==> src/rtl/psqg_pkg.sv <==
`timescale 1ns / 1ps
package psqg_pkg;

  localparam int unsigned MAX_EDGES  = 65536;
  localparam int unsigned EDGE_LIMIT = (MAX_EDGES - 1) > 65535 ? 65535 : (MAX_EDGES - 1);

  localparam logic [15:0] LINE_WIDTH_RST = 16'd20;

  localparam logic KIND_VERTEX   = 1'b0;
  localparam logic KIND_TRIANGLE = 1'b1;

  // reciprocal of 5 for 32-bit operands, shift 34
  localparam logic [31:0] RECIP5 = 32'hCCCC_CCCD;

  localparam logic signed [27:0] VTX_MAX = 28'sh7FF_FFFF;
  localparam logic signed [27:0] VTX_MIN = -28'sh800_0000;

  // one classified edge waiting in the queue
  typedef struct packed {
    logic signed [23:0] x1;
    logic signed [23:0] y1;
    logic signed [23:0] x2;
    logic signed [23:0] y2;
    logic signed [24:0] dx;
    logic signed [24:0] dy;
    logic               zero_len;
    logic               last;
    logic [17:0]        base;
  } edge_t;

endpackage

==> src/rtl/psqg_front.sv <==
`timescale 1ns / 1ps
module psqg_front
  import psqg_pkg::*;
(
  input  logic               clk,
  input  logic               rst_n,
  input  logic               in_valid,
  output logic               in_ready,
  input  logic signed [23:0] in_start_x,
  input  logic signed [23:0] in_start_y,
  input  logic signed [23:0] in_stop_x,
  input  logic signed [23:0] in_stop_y,
  input  logic               in_last_edge,
  input  logic               q_full,
  output logic               q_push,
  output edge_t              q_data
);

  logic [15:0] edge_index_r;
  logic [15:0] edge_index_nxt;

  assign in_ready = !q_full;
  assign q_push   = in_valid && in_ready;

  always_comb begin
    q_data.x1       = in_start_x;
    q_data.y1       = in_start_y;
    q_data.x2       = in_stop_x;
    q_data.y2       = in_stop_y;
    q_data.dx       = 25'(in_stop_x) - 25'(in_start_x);
    q_data.dy       = 25'(in_stop_y) - 25'(in_start_y);
    q_data.zero_len = (in_stop_x == in_start_x) && (in_stop_y == in_start_y);
    q_data.last     = in_last_edge;
    q_data.base     = {edge_index_r, 2'b00};
  end

  always_comb begin
    edge_index_nxt = edge_index_r;
    if (in_last_edge) begin
      edge_index_nxt = '0;
    end else if (edge_index_r < 16'(EDGE_LIMIT)) begin
      edge_index_nxt = edge_index_r + 16'd1;
    end
  end

  always_ff @(posedge clk) begin
    if (!rst_n) begin
      edge_index_r <= '0;
    end else if (q_push) begin
      edge_index_r <= edge_index_nxt;
    end
  end

endmodule

==> config.mk <==
export PLATFORM = sky130hd
export DESIGN_NAME = psqg_front
export DESIGN_NICKNAME = d
export VERILOG_FILES = /design/src/rtl/psqg_pkg.sv /design/src/rtl/psqg_front.sv
export SDC_FILE = /design/constraint.sdc
export NUM_CORES = 1
export LEC_CHECK = 0
export BUFFER_PORTS_ARGS = -buffer_cell sky130_fd_sc_hd__buf_4
export CAP_MARGIN = 20
export CORE_AREA = 2 2 104 106
export DETAILED_ROUTE_END_ITERATION = 16
export DIE_AREA = 0 0 106 108
export GPL_TIMING_DRIVEN = 0
export PLACE_DENSITY = 0.79
export SLEW_MARGIN = 20
export SYNTH_ARGS = -nofsm -noshare
export SYNTH_HDL_FRONTEND = slang
export SYNTH_SLANG_ARGS = --single-unit
==> constraint.sdc <==
create_clock -name clk -period 10.1 [get_ports clk]
set_input_delay 2.02 -clock clk [delete_from_list [all_inputs] [get_ports clk]]
set_output_delay 2.02 -clock clk [all_outputs]
set_load 0.01 [all_outputs]
==> impl_metrics.yaml <==
status:
  status: "completed"
worst_setup_path:
  crit_path_start_kind: "input pin"
  slowest_stage: "a211oi_1"
  end_kind: "output port"
  worstPathCellList: "buf_4 > ha_1 > fa_1 > nor2b_1 > o21ai_0 > a211oi_1 > o311ai_0 > a2111oi_0 > a211oi_1 > buf_4"
  max_stage_delay_ns: 0.55
  reg2regPathDepth: 9
  worstPathRequired_ns: 8.08
  rr_startpoint: "edge_index_r[0]"
  crit_type: "input pin to output port"
  rrSetupSlack_ns: 7.69
  worstPathArrival_ns: 4.61
  reg2reg_to: "edge_index_r[2]"
  worstPathMaxFanout: 4
synthesis:
  syn_inst: 629
  post_synth_num_cell_types: 60
  ys_seq_area_frac: 0.07321
  async_flop_share: 0
  syn_area_per_cell_um2: 6.956
  synth_edf_count: 0
  synth_flop_cell: "dfxtp_1"
  ys_ff_latch: 16
  syn_area_mm2: 0.004375
  ys.warnings.count: 0
clock_network:
  post_cts_buffers: 0
  clk_latency_ns: 0.25
  holdBufCountCts: 0
  cts_resized: 0
  clk_pin_slew_worst_paths_ns: 0.07
  root_buffer: "clkbuf_8"
  cts_buffers: 3
  cts_num_sinks: 16
  clockBufferDepth: 2
  htree_levels: 1
  cts_tree: "built"
floorplan:
  fp.dieW_um: 106
  row_count: 37
  core_area_mm2: 0.01023
  design.portCount: 269
  start_util: 0.4277
  dieArea_mm2: 0.01145
  die_y_um: 108
drt:
  wirelength_um: 13990
  vias: 5216
  drc: 0
  viasPerCell: 5.040
  wl_per_cell_um: 13.51
  firstDrtPassIters: 5
  final_antenna_net_count: 0
  drt_iter0_drc: 143
placement:
  pre_cts_slack_ns: 3.463
  place_congestion: 0.9184
  placed_area_mm2: 0.006539
  port-buffer-count: 265
  hpwl_um: 12210
global_routing:
  grt_pass1_wl_um: 21880
  antenna_found_initial: 0
  grt_pass1_vias: 4741
  overflow: 0
  grt_usage: 0.2296
  grt_max_degree: 11
final_layout:
  nets: 1052
  antennaDiodeCount: 0
  largest_reg_flops: 16
  syn_to_final_growth_pct: 50.73
  design_area_mm2: 0.006595
  layout-drive-gt1-share: 0.4283
  regMostFlops: "edge_index_r"
  largestRegisters: "edge_index_r x16"
timing:
  setup_ws_ns: 3.475
  period_needed_ns: 6.625
  timing.final.crit_share: 0.6560
  setup_viol: 0
  rsz0062_at_grt: "no"
  tns_ns: 0
  relSlewSlack: 0.4940
  fmaxAchievable_mhz: 150.9
  tightest_slew_ns: 0.7571
  hold_violations: 0
  slew_violations: 0
  fin_skew_ns: 0.002372
power:
  ir_worst_vdd_mv: 0.06950
  p_per_area_mw_per_mm2: 76.50
  p_leak_nw: 3.525
min_path:
  hold_class: "flip-flop to flip-flop"
  whs_path_depth: 2
  hold_start: "edge_index_r[5]"
  hold-path-endpoint: "edge_index_r[5]"
job:
  maxCapViolations: 0
## final cells by class
class / count / area (um2)
Tap cell: 136 / 170.2
Inverter: 65 / 244.0
Sequential cell: 16 / 320.3
Timing Repair Buffer: 265 / 1989
Clock buffer: 4 / 55.05
Fill cell: 981 / 3636
Multi-Input combinational cell: 434 / 2982
Buffer: 115 / 834.6
## power breakdown
part           total, mW  switching (mW)  internal (mW)  leakage (nW)
combinational      0.382           0.185          0.197          3.37
clock             0.0585          0.0239         0.0346        0.0288
sequential        0.0636        0.000295         0.0633         0.129
## worst max-delay path by stage
stage / depth (start not counted) / startpoint / slack [ns] / endpoint
floorplan: 9 / in_stop_x[0] / 3.95 / q_data[67]
global placement: 10 / in_start_x[0] / 3.48 / q_data[67]
detailed placement: 10 / in_start_x[0] / 3.46 / q_data[67]
CTS: 10 / in_start_x[0] / 3.46 / q_data[67]
global route: 10 / in_start_x[0] / 3.12 / q_data[67]
finish: 10 / in_start_x[0] / 3.47 / q_data[67]
## worst max-delay path, delay by kind of cell
family / cells / cell delay [ns]
AO/OA/AOI/OAI: 5 / 1.52
adder cells (fa/ha/maj): 2 / 0.63
buffers and inverters: 2 / 0.30
AND/OR/NAND/NOR: 1 / 0.12
## cells in the mapped netlist, types with 5 or more instances
| library cell | instances | share of area |
|---|---|---|
| inv_1 | 65 | 0.056 |
| xnor2_1 | 22 | 0.044 |
| a2111oi_0 | 5 | 0.010 |
| nor2b_1 | 8 | 0.011 |
| nor3b_1 | 5 | 0.0086 |
| and3_1 | 7 | 0.010 |
| nand3_1 | 13 | 0.015 |
| o21ai_0 | 36 | 0.041 |
| o21a_1 | 9 | 0.015 |
| nor3_1 | 12 | 0.014 |
| nand2_1 | 38 | 0.033 |
| xor2_1 | 12 | 0.024 |
| and2_1 | 12 | 0.017 |
| a31oi_1 | 8 | 0.011 |
| a21oi_1 | 47 | 0.054 |
| clkbuf_1 | 10 | 0.0086 |
| a21o_1 | 13 | 0.022 |
| dfxtp_1 | 16 | 0.073 |
| ha_1 | 49 | 0.14 |
| nor2_1 | 41 | 0.035 |
| nand4_1 | 15 | 0.021 |
| buf_4 | 99 | 0.17 |
| o31ai_1 | 10 | 0.017 |
| a211oi_1 | 6 | 0.010 |
## stage by stage
step / total power [mW] / hold WS [ns] / utilization / instances
5_1_grt: 0.5433 / 0.5844 / 0.6446 / 1035
4_1_cts: 0.5056 / 0.5470 / 0.6445 / 1035
6_report: 0.5045 / 0.5552 / 0.6446 / 1035
3_3_place_gp: 0.4444 / 0.5367 / 0.6391 / 1031
3_5_place_dp: 0.4471 / 0.5380 / 0.6391 / 1031
2_1_floorplan: 0.2772 / 0.5303 / - / 630
## cells in the final DEF (no fill, tap or decap), types with 5 or more instances in the layout
cell / count
xor2_1: 12
o31ai_1: 10
o21ai_0: 36
a21o_1: 13
nor3b_1: 5
buf_4: 364
o21a_1: 9
a21oi_1: 47
and3_1: 7
nand3_1: 13
nand4_1: 15
clkbuf_1: 10
and2_1: 12
a31oi_1: 8
ha_1: 49
nor3_1: 12
a211oi_1: 6
xnor2_1: 22
nor2_1: 41
nand2_1: 38
inv_1: 65
dfxtp_1: 16
nor2b_1: 8
## cell families after synthesis
| logic type | count (synthesis) | share of synthesized area |
|---|---|---|
| compound gates | 171 | 0.2519 |
| mux | 2 | 0.004861 |
| other cells | 1 | 0.0008571 |
| flops | 16 | 0.07321 |
| simple gates | 174 | 0.2053 |
| buf+inv | 180 | 0.2465 |
| fa+ha+maj | 51 | 0.1493 |
| xor+xnor | 34 | 0.06806 |
## routing by layer
metal / GRT usage / wire length, um / vias to the layer above
li1: - / - / 2651
met1: 0.2690 / 5630 / 2345
met2: 0.4272 / 7022 / 193
met3: 0.04280 / 999 / 27
met4: 0.06485 / 333 / 0
met5: 0 / 0 / -
(Power assumes the default switching activity.)
