==> src/rtl/psqg_pkg.sv <==
`timescale 1ns / 1ps
package psqg_pkg;

  localparam int unsigned MAX_EDGES  = 65536;
  localparam int unsigned EDGE_LIMIT = (MAX_EDGES - 1) > 65535 ? 65535 : (MAX_EDGES - 1);

  localparam logic [15:0] LINE_WIDTH_RST = 16'd20;

  localparam logic KIND_VERTEX   = 1'b0;
  localparam logic KIND_TRIANGLE = 1'b1;

  // reciprocal of 5 for 32-bit operands, shift 34
  localparam logic [31:0] RECIP5 = 32'hCCCC_CCCD;

  localparam logic signed [27:0] VTX_MAX = 28'sh7FF_FFFF;
  localparam logic signed [27:0] VTX_MIN = -28'sh800_0000;

  // one classified edge waiting in the queue
  typedef struct packed {
    logic signed [23:0] x1;
    logic signed [23:0] y1;
    logic signed [23:0] x2;
    logic signed [23:0] y2;
    logic signed [24:0] dx;
    logic signed [24:0] dy;
    logic               zero_len;
    logic               last;
    logic [17:0]        base;
  } edge_t;

endpackage

==> src/rtl/psqg_fifo.sv <==
`timescale 1ns / 1ps
module psqg_fifo
  import psqg_pkg::*;
(
  input  logic  clk,
  input  logic  rst_n,
  input  logic  push,
  input  edge_t push_data,
  output logic  full,
  input  logic  pop,
  output logic  not_empty,
  output edge_t head
);

  edge_t      mem_r [2];
  logic       wr_ptr_r;
  logic       rd_ptr_r;
  logic [1:0] cnt_r;

  assign full      = (cnt_r == 2'd2);
  assign not_empty = (cnt_r != 2'd0);
  assign head      = mem_r[rd_ptr_r];

  always_ff @(posedge clk) begin
    if (push) begin
      mem_r[wr_ptr_r] <= push_data;
    end
  end

  always_ff @(posedge clk) begin
    if (!rst_n) begin
      wr_ptr_r <= 1'b0;
      rd_ptr_r <= 1'b0;
      cnt_r    <= 2'd0;
    end else begin
      if (push) wr_ptr_r <= ~wr_ptr_r;
      if (pop)  rd_ptr_r <= ~rd_ptr_r;
      cnt_r <= cnt_r + {1'b0, push} - {1'b0, pop};
    end
  end

  a_no_overflow: assert property (@(posedge clk) disable iff (!rst_n) full |-> !push)
    else $error("queue push while full");
  a_no_underflow: assert property (@(posedge clk) disable iff (!rst_n) !not_empty |-> !pop)
    else $error("queue pop while empty");
  a_count: assert property (@(posedge clk) disable iff (!rst_n)
    (push && !pop && !full) |=> not_empty)
    else $error("queue lost an entry");

endmodule

==> config.mk <==
export PLATFORM = sky130hd
export DESIGN_NAME = psqg_fifo
export DESIGN_NICKNAME = d
export VERILOG_FILES = /design/src/rtl/psqg_pkg.sv /design/src/rtl/psqg_fifo.sv
export SDC_FILE = /design/constraint.sdc
export NUM_CORES = 1
export LEC_CHECK = 0
export BUFFER_PORTS_ARGS = -buffer_cell sky130_fd_sc_hd__buf_2
export CORE_UTILIZATION = 52
export CTS_CLUSTER_SIZE = 12
export DETAILED_ROUTE_END_ITERATION = 7
export GPL_ROUTABILITY_DRIVEN = 0
export MAX_ROUTING_LAYER = met4
export PLACE_DENSITY = 0.83
export SYNTH_ARGS = -nofsm -noshare
export SYNTH_HDL_FRONTEND = slang
export SYNTH_SLANG_ARGS = --single-unit
==> constraint.sdc <==
create_clock -name clk -period 11.45 [get_ports clk]
set_clock_uncertainty 0.1 [all_clocks]
set_input_delay 0 -clock clk [delete_from_list [all_inputs] [get_ports clk]]
set_output_delay 0 -clock clk [all_outputs]
set_load 0.01 [all_outputs]
==> metrics.json, run 1 <==
{
  "layout": {
    "area_growth_from_synthesis_to_final_layout_pct": 38.3,
    "instances_no_fill": 1407,
    "final_area_mm2": 0.0169,
    "drive_above_1_share_pct": 50.8,
    "nets": 1241
  },
  "global_route": {
    "met2_usage_pct": 44.0,
    "antenna_violations_before_repair": 3,
    "grt_busiest_layer": "met2",
    "global_route.usage.total_pct": 23.8,
    "global_route.overflow_total": 0,
    "met1_usage_pct": 23.6,
    "grt_first_pass_wirelength_um": 41600,
    "first_global_vias": 7799,
    "pin_count_of_the_biggest_net_entering_global_routing": 90,
    "met3_usage_pct": 4.85
  },
  "timing": {
    "finalHoldViolations": 0,
    "report.final.slew_viol_count": 0,
    "fin_setup_tns_ps": 0,
    "max_clock_freq_mhz": 296,
    "rsz0062_at_grt": "no",
    "timing.max_slew.rel_slack_pct": 19.2,
    "final.period_utilization_pct": 29.5,
    "setup_viol_count_final": 0,
    "period_needed_ps": 3380,
    "worst_pin_slew_ps": 1210
  },
  "floorplanning": {
    "design.core.area_mm2": 0.0228,
    "initial_core_util_pct": 53.6,
    "die_width_um": 155,
    "std_cell_rows": 55,
    "floorplan.io_pins": 338,
    "die_height_um": 155,
    "die_area_mm2": 0.0242
  },
  "logic_synthesis": {
    "synth_area_mm2": 0.0122,
    "synth_nets": 709,
    "yosys.area.top_type_share_pct": 81.4,
    "ys_seq_area_share_pct": 82.2,
    "synth.top_cells.by_count": "332 x edfxtp_1, 166 x mux2_2, 14 x buf_6",
    "synth_cell_types": 14,
    "yosys_most_used_dff": "edfxtp_1",
    "synth_top_cell_by_area": "edfxtp_1",
    "post_synth.cell_area_avg_um2": 22.8,
    "synthesis.instances": 537,
    "synth.most_common_cell": "edfxtp_1",
    "postSynth.asyncResetShare_pct": 0,
    "synth_warnings": 0,
    "postSynthRegisterBits": 337,
    "number_of_flops_mapped_to_enable_cells_by_yosys": 332,
    "most_area_consuming_cells_after_synthesis": "edfxtp_1 81%, mux2_2 15%, buf_6 1.3%"
  },
  "hold_path": {
    "timing.hold.worst.start": "push_data[65]",
    "worst_hold_path_type": "in2reg",
    "hold-path-endpoint": "mem_r[0][65]$_DFFE_PP_",
    "hold_depth": 2
  },
  "power_and_ir_drop": {
    "power_leakage_nw": 6.41,
    "worst_ir_drop_vdd_mv": 0.136,
    "power.density_mw_per_mm2": 166
  },
  "detailed_routing": {
    "wl_per_cell_um": 20.1,
    "final_antenna_net_count": 0,
    "routed_via_density": 5.06,
    "finalWirelength_um": 28300,
    "drcViolationCount": 0,
    "dr.pass1.iters": 8,
    "via_count": 7116,
    "first_iter_violations": 437
  },
  "cts": {
    "clk_latency_ps": 490,
    "tritoncts": "built",
    "clock_path_buffers": 3,
    "cts-buffers-inserted": 36,
    "clockRootBuffer": "clkbuf_16",
    "holdBufCountCts": 170,
    "cts.sink_count": 337,
    "h_tree_depth": 2,
    "cts_setup_buffers": 0,
    "clock_pin_slew_of_the_registers_on_the_worst_case_setup_and_hold_paths_ps": 60,
    "post_cts_resize_count": 0
  },
  "critical_path": {
    "crit_chain": "buf_4 > mux2_2 > buf_2",
    "reg2reg_to": "mem_r[0][116]$_DFFE_PP_",
    "worst_ep_required_time_ps": 11350,
    "worstPathArrival_ps": 3280,
    "crit_path_top_delay_cell": "dfxtp_4",
    "setup_crit_end_kind": "output port",
    "path_class": "reg2out",
    "worst-r2r-cell-count": 3,
    "r2r_start": "wr_ptr_r$_SDFFE_PN0P_",
    "worstSetupStartpointType": "flop",
    "critical_path.max_fanout": 89,
    "reg2reg_setup_slack_ps": 8530,
    "cpPeakStageDelay_ps": 1050
  },
  "placement": {
    "place.detailed.instances": 1174,
    "dpl_cell_area_mm2": 0.0142,
    "hpwl_um": 15100,
    "count_of_port_buffers_added_during_placement": 337
  },
  "job": {
    "cap_viol_max_count": 0
  },
  "outcome": {
    "outcome": "finished, final reports clean"
  }
}
## report_power, final
group / switching (mW) / internal, mW
Combinational: 0.152 / 0.168
Sequential: 0.0273 / 1.43
Clock: 0.447 / 0.595
## metal layers
layer | up-vias | wire length [um]
li1 | 3208 | -
met1 | 3483 | 9670
met2 | 331 | 15700
met5 | - | 0
met3 | 94 | 1770
met4 | 0 | 1240
## flip-flops by register name (all words and copies together), names as in the netlist, named ones only
| name | count |
|---|---|
| wr_ptr_r | 1 |
| mem_r | 332 |
| cnt_r | 2 |
| rd_ptr_r | 1 |
## per-stage QoR
step	total power, mW	util [%]	setup slack [ps]	hold WS, ps
2_1_floorplan	1.64	-	3010	-1.13
3_3_place_gp	1.74	62.1	8540	86.9
3_5_place_dp	1.75	62.1	8520	90.6
4_1_cts	2.82	74.1	8080	87.0
5_1_grt	2.91	74.1	7880	102
6_report	2.82	74.1	8070	119
## layout make-up
type	instances	area [um^2]
antenna	4	10.0
inverter	2	7.51
sequential	337	10100
clock inverter	9	56.3
tap	313	392
multi-input combinational	180	2000
timing repair buffer	512	3430
fill	1346	5910
clock buffer	50	975
## cells by family after synthesis
family,after synthesis,share of synthesized area (%)
DFF,337,82.2
muxes,166,15.3
buffers and inverters,20,1.55
and+or+nand+nor,9,0.460
xor gates and xnor gates,2,0.255
adders and majority gates,2,0.204
AOI/OAI and AO/OA,1,0.0613
## worst max-delay path: cells and delay by family, from the launching register on
kind / cells / cell delay, ps
flip-flops: 1 / 1050
multiplexers: 1 / 440
buffers and inverters: 2 / 1110
## worst max path at each step
stage | startpoint | endpoint | cells past startpoint
6_report | flop | head[154] | 3
4_1_cts | flop | head[15] | 3
2_1_floorplan | wr_ptr_r$_SDFFE_PN0P_ | mem_r[0][0]$_DFFE_PP_ | 1
3_3_place_gp | wr_ptr_r$_SDFFE_PN0P_ | mem_r[0][105]$_DFFE_PP_ | 3
3_5_place_dp | wr_ptr_r$_SDFFE_PN0P_ | mem_r[0][116]$_DFFE_PP_ | 3
5_1_grt | flop | head[154] | 3
## cell usage in the layout, fill, tap and decap left out, types with 2 or more instances in the layout
| cell type | netlist | layout |
|---|---|---|
| buf_2 | 2 | 337 |
| edfxtp_1 | 332 | 332 |
| dlygate4sd3_1 | 0 | 170 |
| mux2_2 | 166 | 166 |
| clkbuf_16 | 0 | 37 |
| clkbuf_1 | 0 | 13 |
| buf_4 | 2 | 5 |
| diode_2 | 0 | 4 |
| clkinv_1 | 0 | 4 |
| dfxtp_1 | 5 | 4 |
| and2_1 | 4 | 3 |
| nor2b_1 | 4 | 3 |
| inv_1 | 2 | 2 |
| ha_1 | 2 | 2 |
| inv_6 | 0 | 2 |
Power figures use the tool's default switching activity.
==> run 2, diff against run 1 <==
==> constraint.sdc (replaced) <==
create_clock -name clk -period 3.5 [get_ports clk]
set_clock_uncertainty 0.1 [all_clocks]
set_input_delay 0 -clock clk [delete_from_list [all_inputs] [get_ports clk]]
set_output_delay 0 -clock clk [all_outputs]
set_load 0.01 [all_outputs]
==> metrics.json, run 2 (synthesis gave the netlist of run 1 again) <==
{
  "hold_path": {
    "worst_hold_path_type": "in2reg",
    "timing.hold.worst.start": "push_data[18]"
  },
  "floorplanning": {
    "die_area": {"value": 0.0242, "unit": "mm^2", "change": "unchanged"},
    "design.core.area": {"value": 0.0228, "unit": "mm^2", "change": "unchanged"},
    "die_width": {"value": 155, "unit": "um", "change": "unchanged"},
    "initial_core_util": {"value": 53.6, "unit": "%", "change": "unchanged"},
    "floorplan.io_pins": {"value": 338, "change": "unchanged"},
    "std_cell_rows": {"value": 55, "change": "unchanged"},
    "die_height": {"value": 155, "unit": "um", "change": "unchanged"}
  },
  "power_and_ir_drop": {
    "power_leakage": {"value": 6.42, "unit": "nW", "change": "about the same"},
    "power.density": {"value": 536, "unit": "mW/mm^2", "change": "+220%"},
    "worst_ir_drop_vdd": {"value": 0.422, "unit": "mV", "change": "+210%"}
  },
  "global_route": {
    "pin_count_of_the_biggest_net_entering_global_routing": {"value": 96, "change": "+6.7%"},
    "global_route.usage.total": {"value": 23.6, "unit": "%", "change": "-0.20 points"},
    "global_route.overflow_total": {"value": 0, "change": "unchanged"},
    "first_global_vias": {"value": 7824, "change": "+0.32%"},
    "antenna_violations_before_repair": {"value": 2, "change": "-1"},
    "grt_first_pass_wirelength": {"value": 40900, "unit": "um", "change": "-1.7%"}
  },
  "cts": {
    "tritoncts": "built",
    "cts.sink_count": {"value": 337, "change": "unchanged"},
    "cts_setup_buffers": {"value": 0, "change": "unchanged"},
    "clock_pin_slew_of_the_registers_on_the_worst_case_setup_and_hold_paths": {"value": 60, "unit": "ps", "change": "about the same"},
    "h_tree_depth": {"value": 2, "change": "unchanged"},
    "holdBufCountCts": {"value": 170, "change": "unchanged"},
    "clk_latency": {"value": 500, "unit": "ps", "change": "about the same"},
    "clock_path_buffers": {"value": 3, "change": "unchanged"},
    "cts-buffers-inserted": {"value": 35, "change": "-2.8%"},
    "post_cts_resize_count": {"value": 0, "change": "unchanged"},
    "clockRootBuffer": "clkbuf_16"
  },
  "placement": {
    "dpl_cell_area": {"value": 0.0143, "unit": "mm^2", "change": "+0.60%"},
    "hpwl": {"value": 15000, "unit": "um", "change": "-0.75%"},
    "count_of_port_buffers_added_during_placement": {"value": 337, "change": "unchanged"},
    "place.detailed.instances": {"value": 1177, "change": "+0.26%"}
  },
  "layout": {
    "layout.cells.most_common_list": "337 x buf_2, 332 x edfxtp_1, 170 x dlygate4sd3_1",
    "most_common_cell_after_layout_fill_and_taps_aside": "buf_2",
    "instances_no_fill": {"value": 1402, "change": "-0.36%"},
    "largest_register_ff_count": {"value": 332, "change": "unchanged"},
    "top_regs": "mem_r: 332 flops, cnt_r: 2 flops",
    "top_register": "mem_r",
    "nets": {"value": 1243, "change": "+0.16%"},
    "area_growth_from_synthesis_to_final_layout": {"value": 38.4, "unit": "%", "change": "about the same"},
    "final_area": {"value": 0.0169, "unit": "mm^2", "change": "about the same"},
    "fill_cells": {"value": 1297, "change": "-3.6%"},
    "drive_above_1_share": {"value": 51.1, "unit": "%", "change": "+0.23 points"}
  },
  "outcome": {
    "outcome": "finished, final reports clean"
  },
  "detailed_routing": {
    "via_count": {"value": 7156, "change": "+0.56%"},
    "drcViolationCount": {"value": 0, "change": "unchanged"},
    "finalWirelength": {"value": 28500, "unit": "um", "change": "+0.47%"},
    "wl_per_cell": {"value": 20.3, "unit": "um", "change": "+0.83%"},
    "routed_via_density": {"value": 5.10, "change": "+0.92%"},
    "final_antenna_net_count": {"value": 0, "change": "unchanged"},
    "dr.pass1.iters": {"value": 4, "change": "-4"},
    "first_iter_violations": {"value": 366, "change": "-16%"}
  },
  "critical_path": {
    "r2r_start": "wr_ptr_r$_SDFFE_PN0P_",
    "worstPathArrival": {"value": 2210, "unit": "ps", "change": "-1070 ps"},
    "worstSetupStartpointType": "flop",
    "path_class": "reg2out",
    "setup_crit_end_kind": "output port",
    "critical_path.max_fanout": {"value": 71, "change": "-20%"},
    "worst_ep_required_time": {"value": 3400, "unit": "ps", "change": "-7950 ps"}
  },
  "timing": {
    "worst_pin_slew": {"value": 957, "unit": "ps", "change": "-254 ps"},
    "fin_setup_tns": {"value": 0, "unit": "ps", "change": "unchanged"},
    "timing.max_slew.rel_slack": {"value": 36.2, "unit": "%", "change": "+17 points"},
    "final.period_utilization_pct": 66.1,
    "setup_viol_count_final": {"value": 0, "change": "unchanged"},
    "period_needed_ps": 2310,
    "rsz0062_at_grt": "no",
    "report.final.slew_viol_count": {"value": 0, "change": "unchanged"},
    "max_clock_freq_mhz": 432,
    "finalHoldViolations": {"value": 0, "change": "unchanged"}
  },
  "job": {
    "cap_viol_max_count": {"value": 0, "change": "unchanged"}
  }
}
run 2: metrics by stage:
step	utilization, %	hold slack, ps	power [mW]	setup slack [ps]
5_1_grt	74.2	114	9.36	1110
3_5_place_dp	62.5	91.0	5.72	1560
6_report	74.2	121	9.08	1190
4_1_cts	74.2	90.0	9.08	1170
3_3_place_gp	62.5	86.8	5.69	1570
2_1_floorplan	-	-1.13	5.34	181
run 2: layer usage:
layer | GRT usage, % | wire, um
met5 | - | 0
met4 | 10.2 | 1030
met1 | 23.4 | 9540
met3 | 5.10 | 2060
met2 | 44.1 | 15800
run 2: layout make-up:
| type | instances | area (um^2) | area share, % |
|---|---|---|---|
| Sequential cell | 337 | 10100 | 59.4 |
| Timing Repair Buffer | 515 | 3510 | 20.7 |
| Multi-Input combinational cell | 180 | 2000 | 11.8 |
| Clock buffer | 44 | 910 | 5.37 |
| Tap cell | 313 | 392 | 2.31 |
| Clock inverter | 9 | 51.3 | 0.303 |
| Inverter | 2 | 7.51 | 0.0443 |
| Antenna cell | 2 | 5.00 | 0.0295 |
run 2: worst max-delay path: stages (launching register included):
cell	delay, ps
dfxtp_4	350
buf_4	690
mux2_2	440
buf_2	140
run 2: final timing paths:
path                                           endpoint  slack (ps)  depth (start not counted)
worst max-delay path                          head[119]        1190                          3
worst min-delay path             mem_r[1][18]$_DFFE_PP_         120                          2
worst max register to register  mem_r[1][147]$_DFFE_PP_        1560                          2
worst min register to register                     flop         480                          2
run 2: report_power, final:
part	internal (mW)	leakage, nW	switching [mW]
clock network	1.83	0.470	1.43
logic	0.560	2.79	0.537
registers	4.67	3.16	0.0548
total	7.06	6.42	2.02
==> run 3, diff against run 2 <==
--- a/config.mk
+++ b/config.mk
@@ -6,12 +6,12 @@
 export NUM_CORES = 1
 export LEC_CHECK = 0
 export BUFFER_PORTS_ARGS = -buffer_cell sky130_fd_sc_hd__buf_2
-export CORE_UTILIZATION = 52
+export CORE_UTILIZATION = 47
 export CTS_CLUSTER_SIZE = 12
 export DETAILED_ROUTE_END_ITERATION = 7
 export GPL_ROUTABILITY_DRIVEN = 0
 export MAX_ROUTING_LAYER = met4
-export PLACE_DENSITY = 0.83
+export PLACE_DENSITY = 0.8
 export SYNTH_ARGS = -nofsm -noshare
 export SYNTH_HDL_FRONTEND = slang
 export SYNTH_SLANG_ARGS = --single-unit
==> constraint.sdc (replaced) <==
create_clock -name clk -period 1.93 [get_ports clk]
set_clock_uncertainty 0.1 [all_clocks]
set_input_delay 0 -clock clk [delete_from_list [all_inputs] [get_ports clk]]
set_output_delay 0 -clock clk [all_outputs]
set_load 0.01 [all_outputs]
==> metrics.json, run 3 (synthesis gave the netlist of run 1 again) <==
{
  "layout": {
    "top_regs": "mem_r: 332 flops, cnt_r: 2 flops",
    "final_area": {"value": 0.0173, "unit": "mm^2", "change": "+1.9%"},
    "layout.cells.most_common_list": "337 x buf_2, 332 x edfxtp_1, 170 x dlygate4sd3_1",
    "top_register": "mem_r",
    "area_growth_from_synthesis_to_final_layout_pct": 40.9,
    "nets": {"value": 1251, "change": "+0.64%"},
    "largest_register_ff_count": {"value": 332, "change": "unchanged"},
    "most_common_cell_after_layout_fill_and_taps_aside": "buf_2",
    "fill_cells": {"value": 1643, "change": "+27%"},
    "drive_above_1_share": {"value": 51.8, "unit": "%", "change": "+0.72 points"}
  },
  "timing": {
    "final_critical_path_setup_slack": {"value": -31.2, "unit": "ps", "change": "-1220 ps"},
    "final.period_utilization_pct": 102,
    "timing.max_slew.rel_slack": {"value": 68.8, "unit": "%", "change": "+33 points"},
    "setup_viol_count_final": {"value": 34, "change": "+34"},
    "max_clock_freq_mhz": 510,
    "report.final.slew_viol_count": {"value": 0, "change": "unchanged"},
    "worst_pin_slew": {"value": 467, "unit": "ps", "change": "-490 ps"},
    "finalHoldViolations": {"value": 0, "change": "unchanged"},
    "rsz0062_at_grt": "yes",
    "period_needed_ps": 1960
  },
  "detailed_routing": {
    "finalWirelength": {"value": 27400, "unit": "um", "change": "-3.7%"},
    "wire_length_on_met1": {"value": 10200, "unit": "um", "change": "+7.2%"},
    "first_iter_violations": {"value": 396, "change": "+8.2%"},
    "dr.max_layer_used": "met4",
    "dr.pass1.iters": {"value": 4, "change": "unchanged"},
    "dr_wl_met2": {"value": 14300, "unit": "um", "change": "-9.7%"},
    "drcViolationCount": {"value": 0, "change": "unchanged"},
    "routed_via_density": {"value": 4.94, "change": "-3.1%"},
    "wl_per_cell": {"value": 19.1, "unit": "um", "change": "-5.9%"},
    "final_antenna_net_count": {"value": 0, "change": "unchanged"},
    "routed-wl-met3": {"value": 1730, "unit": "um", "change": "-16%"},
    "via_count": {"value": 7090, "change": "-0.92%"}
  },
  "critical_path": {
    "worstPathArrival": {"value": 1860, "unit": "ps", "change": "-350 ps"},
    "path_class": "reg2out",
    "critical_path.max_fanout": {"value": 81, "change": "+14%"},
    "worst-r2r-cell-count": {"value": 4, "change": "+2"},
    "setup_crit_end_kind": "output port",
    "worst_ep_required_time": {"value": 1830, "unit": "ps", "change": "-1570 ps"},
    "worstSetupStartpointType": "flop"
  },
  "floorplanning": {
    "std_cell_rows": {"value": 58, "change": "+5.5%"},
    "die_width": {"value": 163, "unit": "um", "change": "+5.1%"},
    "initial_core_util": {"value": 48.2, "unit": "%", "change": "-5.4 points"},
    "die_height": {"value": 163, "unit": "um", "change": "+5.1%"},
    "design.core.area": {"value": 0.0254, "unit": "mm^2", "change": "+11%"},
    "floorplan.io_pins": {"value": 338, "change": "unchanged"},
    "die_area": {"value": 0.0267, "unit": "mm^2", "change": "+11%"}
  },
  "power_and_ir_drop": {
    "post-layout-total-power": {"value": 17.0, "unit": "mW", "change": "+88%"},
    "power_leakage": {"value": 6.56, "unit": "nW", "change": "+2.1%"},
    "worst_ir_drop_vdd": {"value": 0.842, "unit": "mV", "change": "+100%"},
    "power.density": {"value": 987, "unit": "mW/mm^2", "change": "+84%"}
  },
  "cts": {
    "clock_path_buffers": {"value": 3, "change": "unchanged"},
    "cts-buffers-inserted": {"value": 37, "change": "+5.7%"},
    "cts.sink_count": {"value": 337, "change": "unchanged"},
    "h_tree_depth": {"value": 2, "change": "unchanged"},
    "clock_pin_slew_of_the_registers_on_the_worst_case_setup_and_hold_paths": {"value": 60, "unit": "ps", "change": "about the same"},
    "clk_latency": {"value": 500, "unit": "ps", "change": "about the same"},
    "tritoncts": "built",
    "clockRootBuffer": "clkbuf_16"
  },
  "outcome": {
    "violations": "setup timing",
    "outcome": "complete, but fails checks"
  },
  "job": {
    "cap_viol_max_count": {"value": 0, "change": "unchanged"}
  },
  "placement": {
    "dpl_cell_area": {"value": 0.0144, "unit": "mm^2", "change": "+1.1%"},
    "count_of_port_buffers_added_during_placement": {"value": 337, "change": "unchanged"},
    "hpwl": {"value": 15900, "unit": "um", "change": "+6.2%"}
  },
  "global_route": {
    "grt_first_pass_wirelength": {"value": 40000, "unit": "um", "change": "-2.3%"},
    "pin_count_of_the_biggest_net_entering_global_routing": {"value": 82, "change": "-15%"},
    "antenna_violations_before_repair": {"value": 5, "change": "+3"},
    "global_route.usage.total": {"value": 20.5, "unit": "%", "change": "-3.1 points"},
    "first_global_vias": {"value": 7661, "change": "-2.1%"},
    "global_route.overflow_total": {"value": 0, "change": "unchanged"}
  },
  "hold_path": {
    "worst_hold_path_type": "in2reg",
    "hold_depth": {"value": 2, "change": "unchanged"}
  }
}
## run 3: cell types whose count changed in the layout (fill, tap and decap cells not counted), moves of 2 or more
cell | previous run | this run
mux2_2 | 166 | 164
buf_12 | 5 | 11
clkbuf_1 | 9 | 7
mux2_4 | 0 | 2
diode_2 | 2 | 5
clkinv_2 | 2 | 4
clkbuf_16 | 35 | 39
## run 3: final timing paths
check / slack, ps / from / to
worst min-delay path: 120 / push_data[62] / mem_r[0][62]$_DFFE_PP_
worst max-delay path: -30 / flop / head[149]
worst min register to register: 480 / rd_ptr_r$_SDFFE_PN0P_ / flop
worst max register to register: 210 / wr_ptr_r$_SDFFE_PN0P_ / wr_ptr_r$_SDFFE_PN0P_
## run 3: metal layers
metal / GRT usage (%) / vias to the layer above
met3: 4.70 / 83
met4: 9.69 / 0
li1: - / 3227
met1: 22.5 / 3483
met5: - / -
met2: 35.2 / 297
## run 3: where the power goes
part	internal (mW)	switching (mW)	total (mW)
logic	1.05	0.959	2.01
registers	8.47	0.102	8.57
clock network	3.80	2.67	6.46
## run 3: timing repair
action | CTS | global route
hold buffers | 170 | 0
setup buffers | 0 | 0
resized for setup | 1 | 2
endpoints found under the hold margin | 340 | 0
endpoints found under the setup margin | 99 | 111
pin swaps | 0 | 0
gates cloned | 0 | 0
## run 3: layout make-up
type | instances | area (um^2) | share of cell area, %
flip-flops and latches | 337 | 10100 | 58.4
inverters | 2 | 7.51 | 0.0435
well taps | 330 | 413 | 2.39
diodes | 5 | 12.5 | 0.0725
repair buffers | 521 | 3650 | 21.1
clock inverters | 13 | 95.1 | 0.551
multi-input cells | 180 | 2010 | 11.6
clock buffers | 46 | 1000 | 5.81
## run 3: through the flow
stage	cells	worst slack, ps	hold slack [ps]	util [%]	setup TNS, ps
finish	1434	-31.2	118	68.0	-416
global route	1434	-73.8	104	68.0	-5260
CTS	1429	-35.1	95.0	67.9	-1130
detailed placement	1200	480	90.7	56.8	0
global placement	1200	492	87.0	56.8	0
floorplan	537	-1380	-1.13	-	-396980
## run 3: worst max-delay path: stages (launching register included)
cell,delay [ps]
dfxtp_4,380
buf_16,320
mux2_2,400
buf_2,150
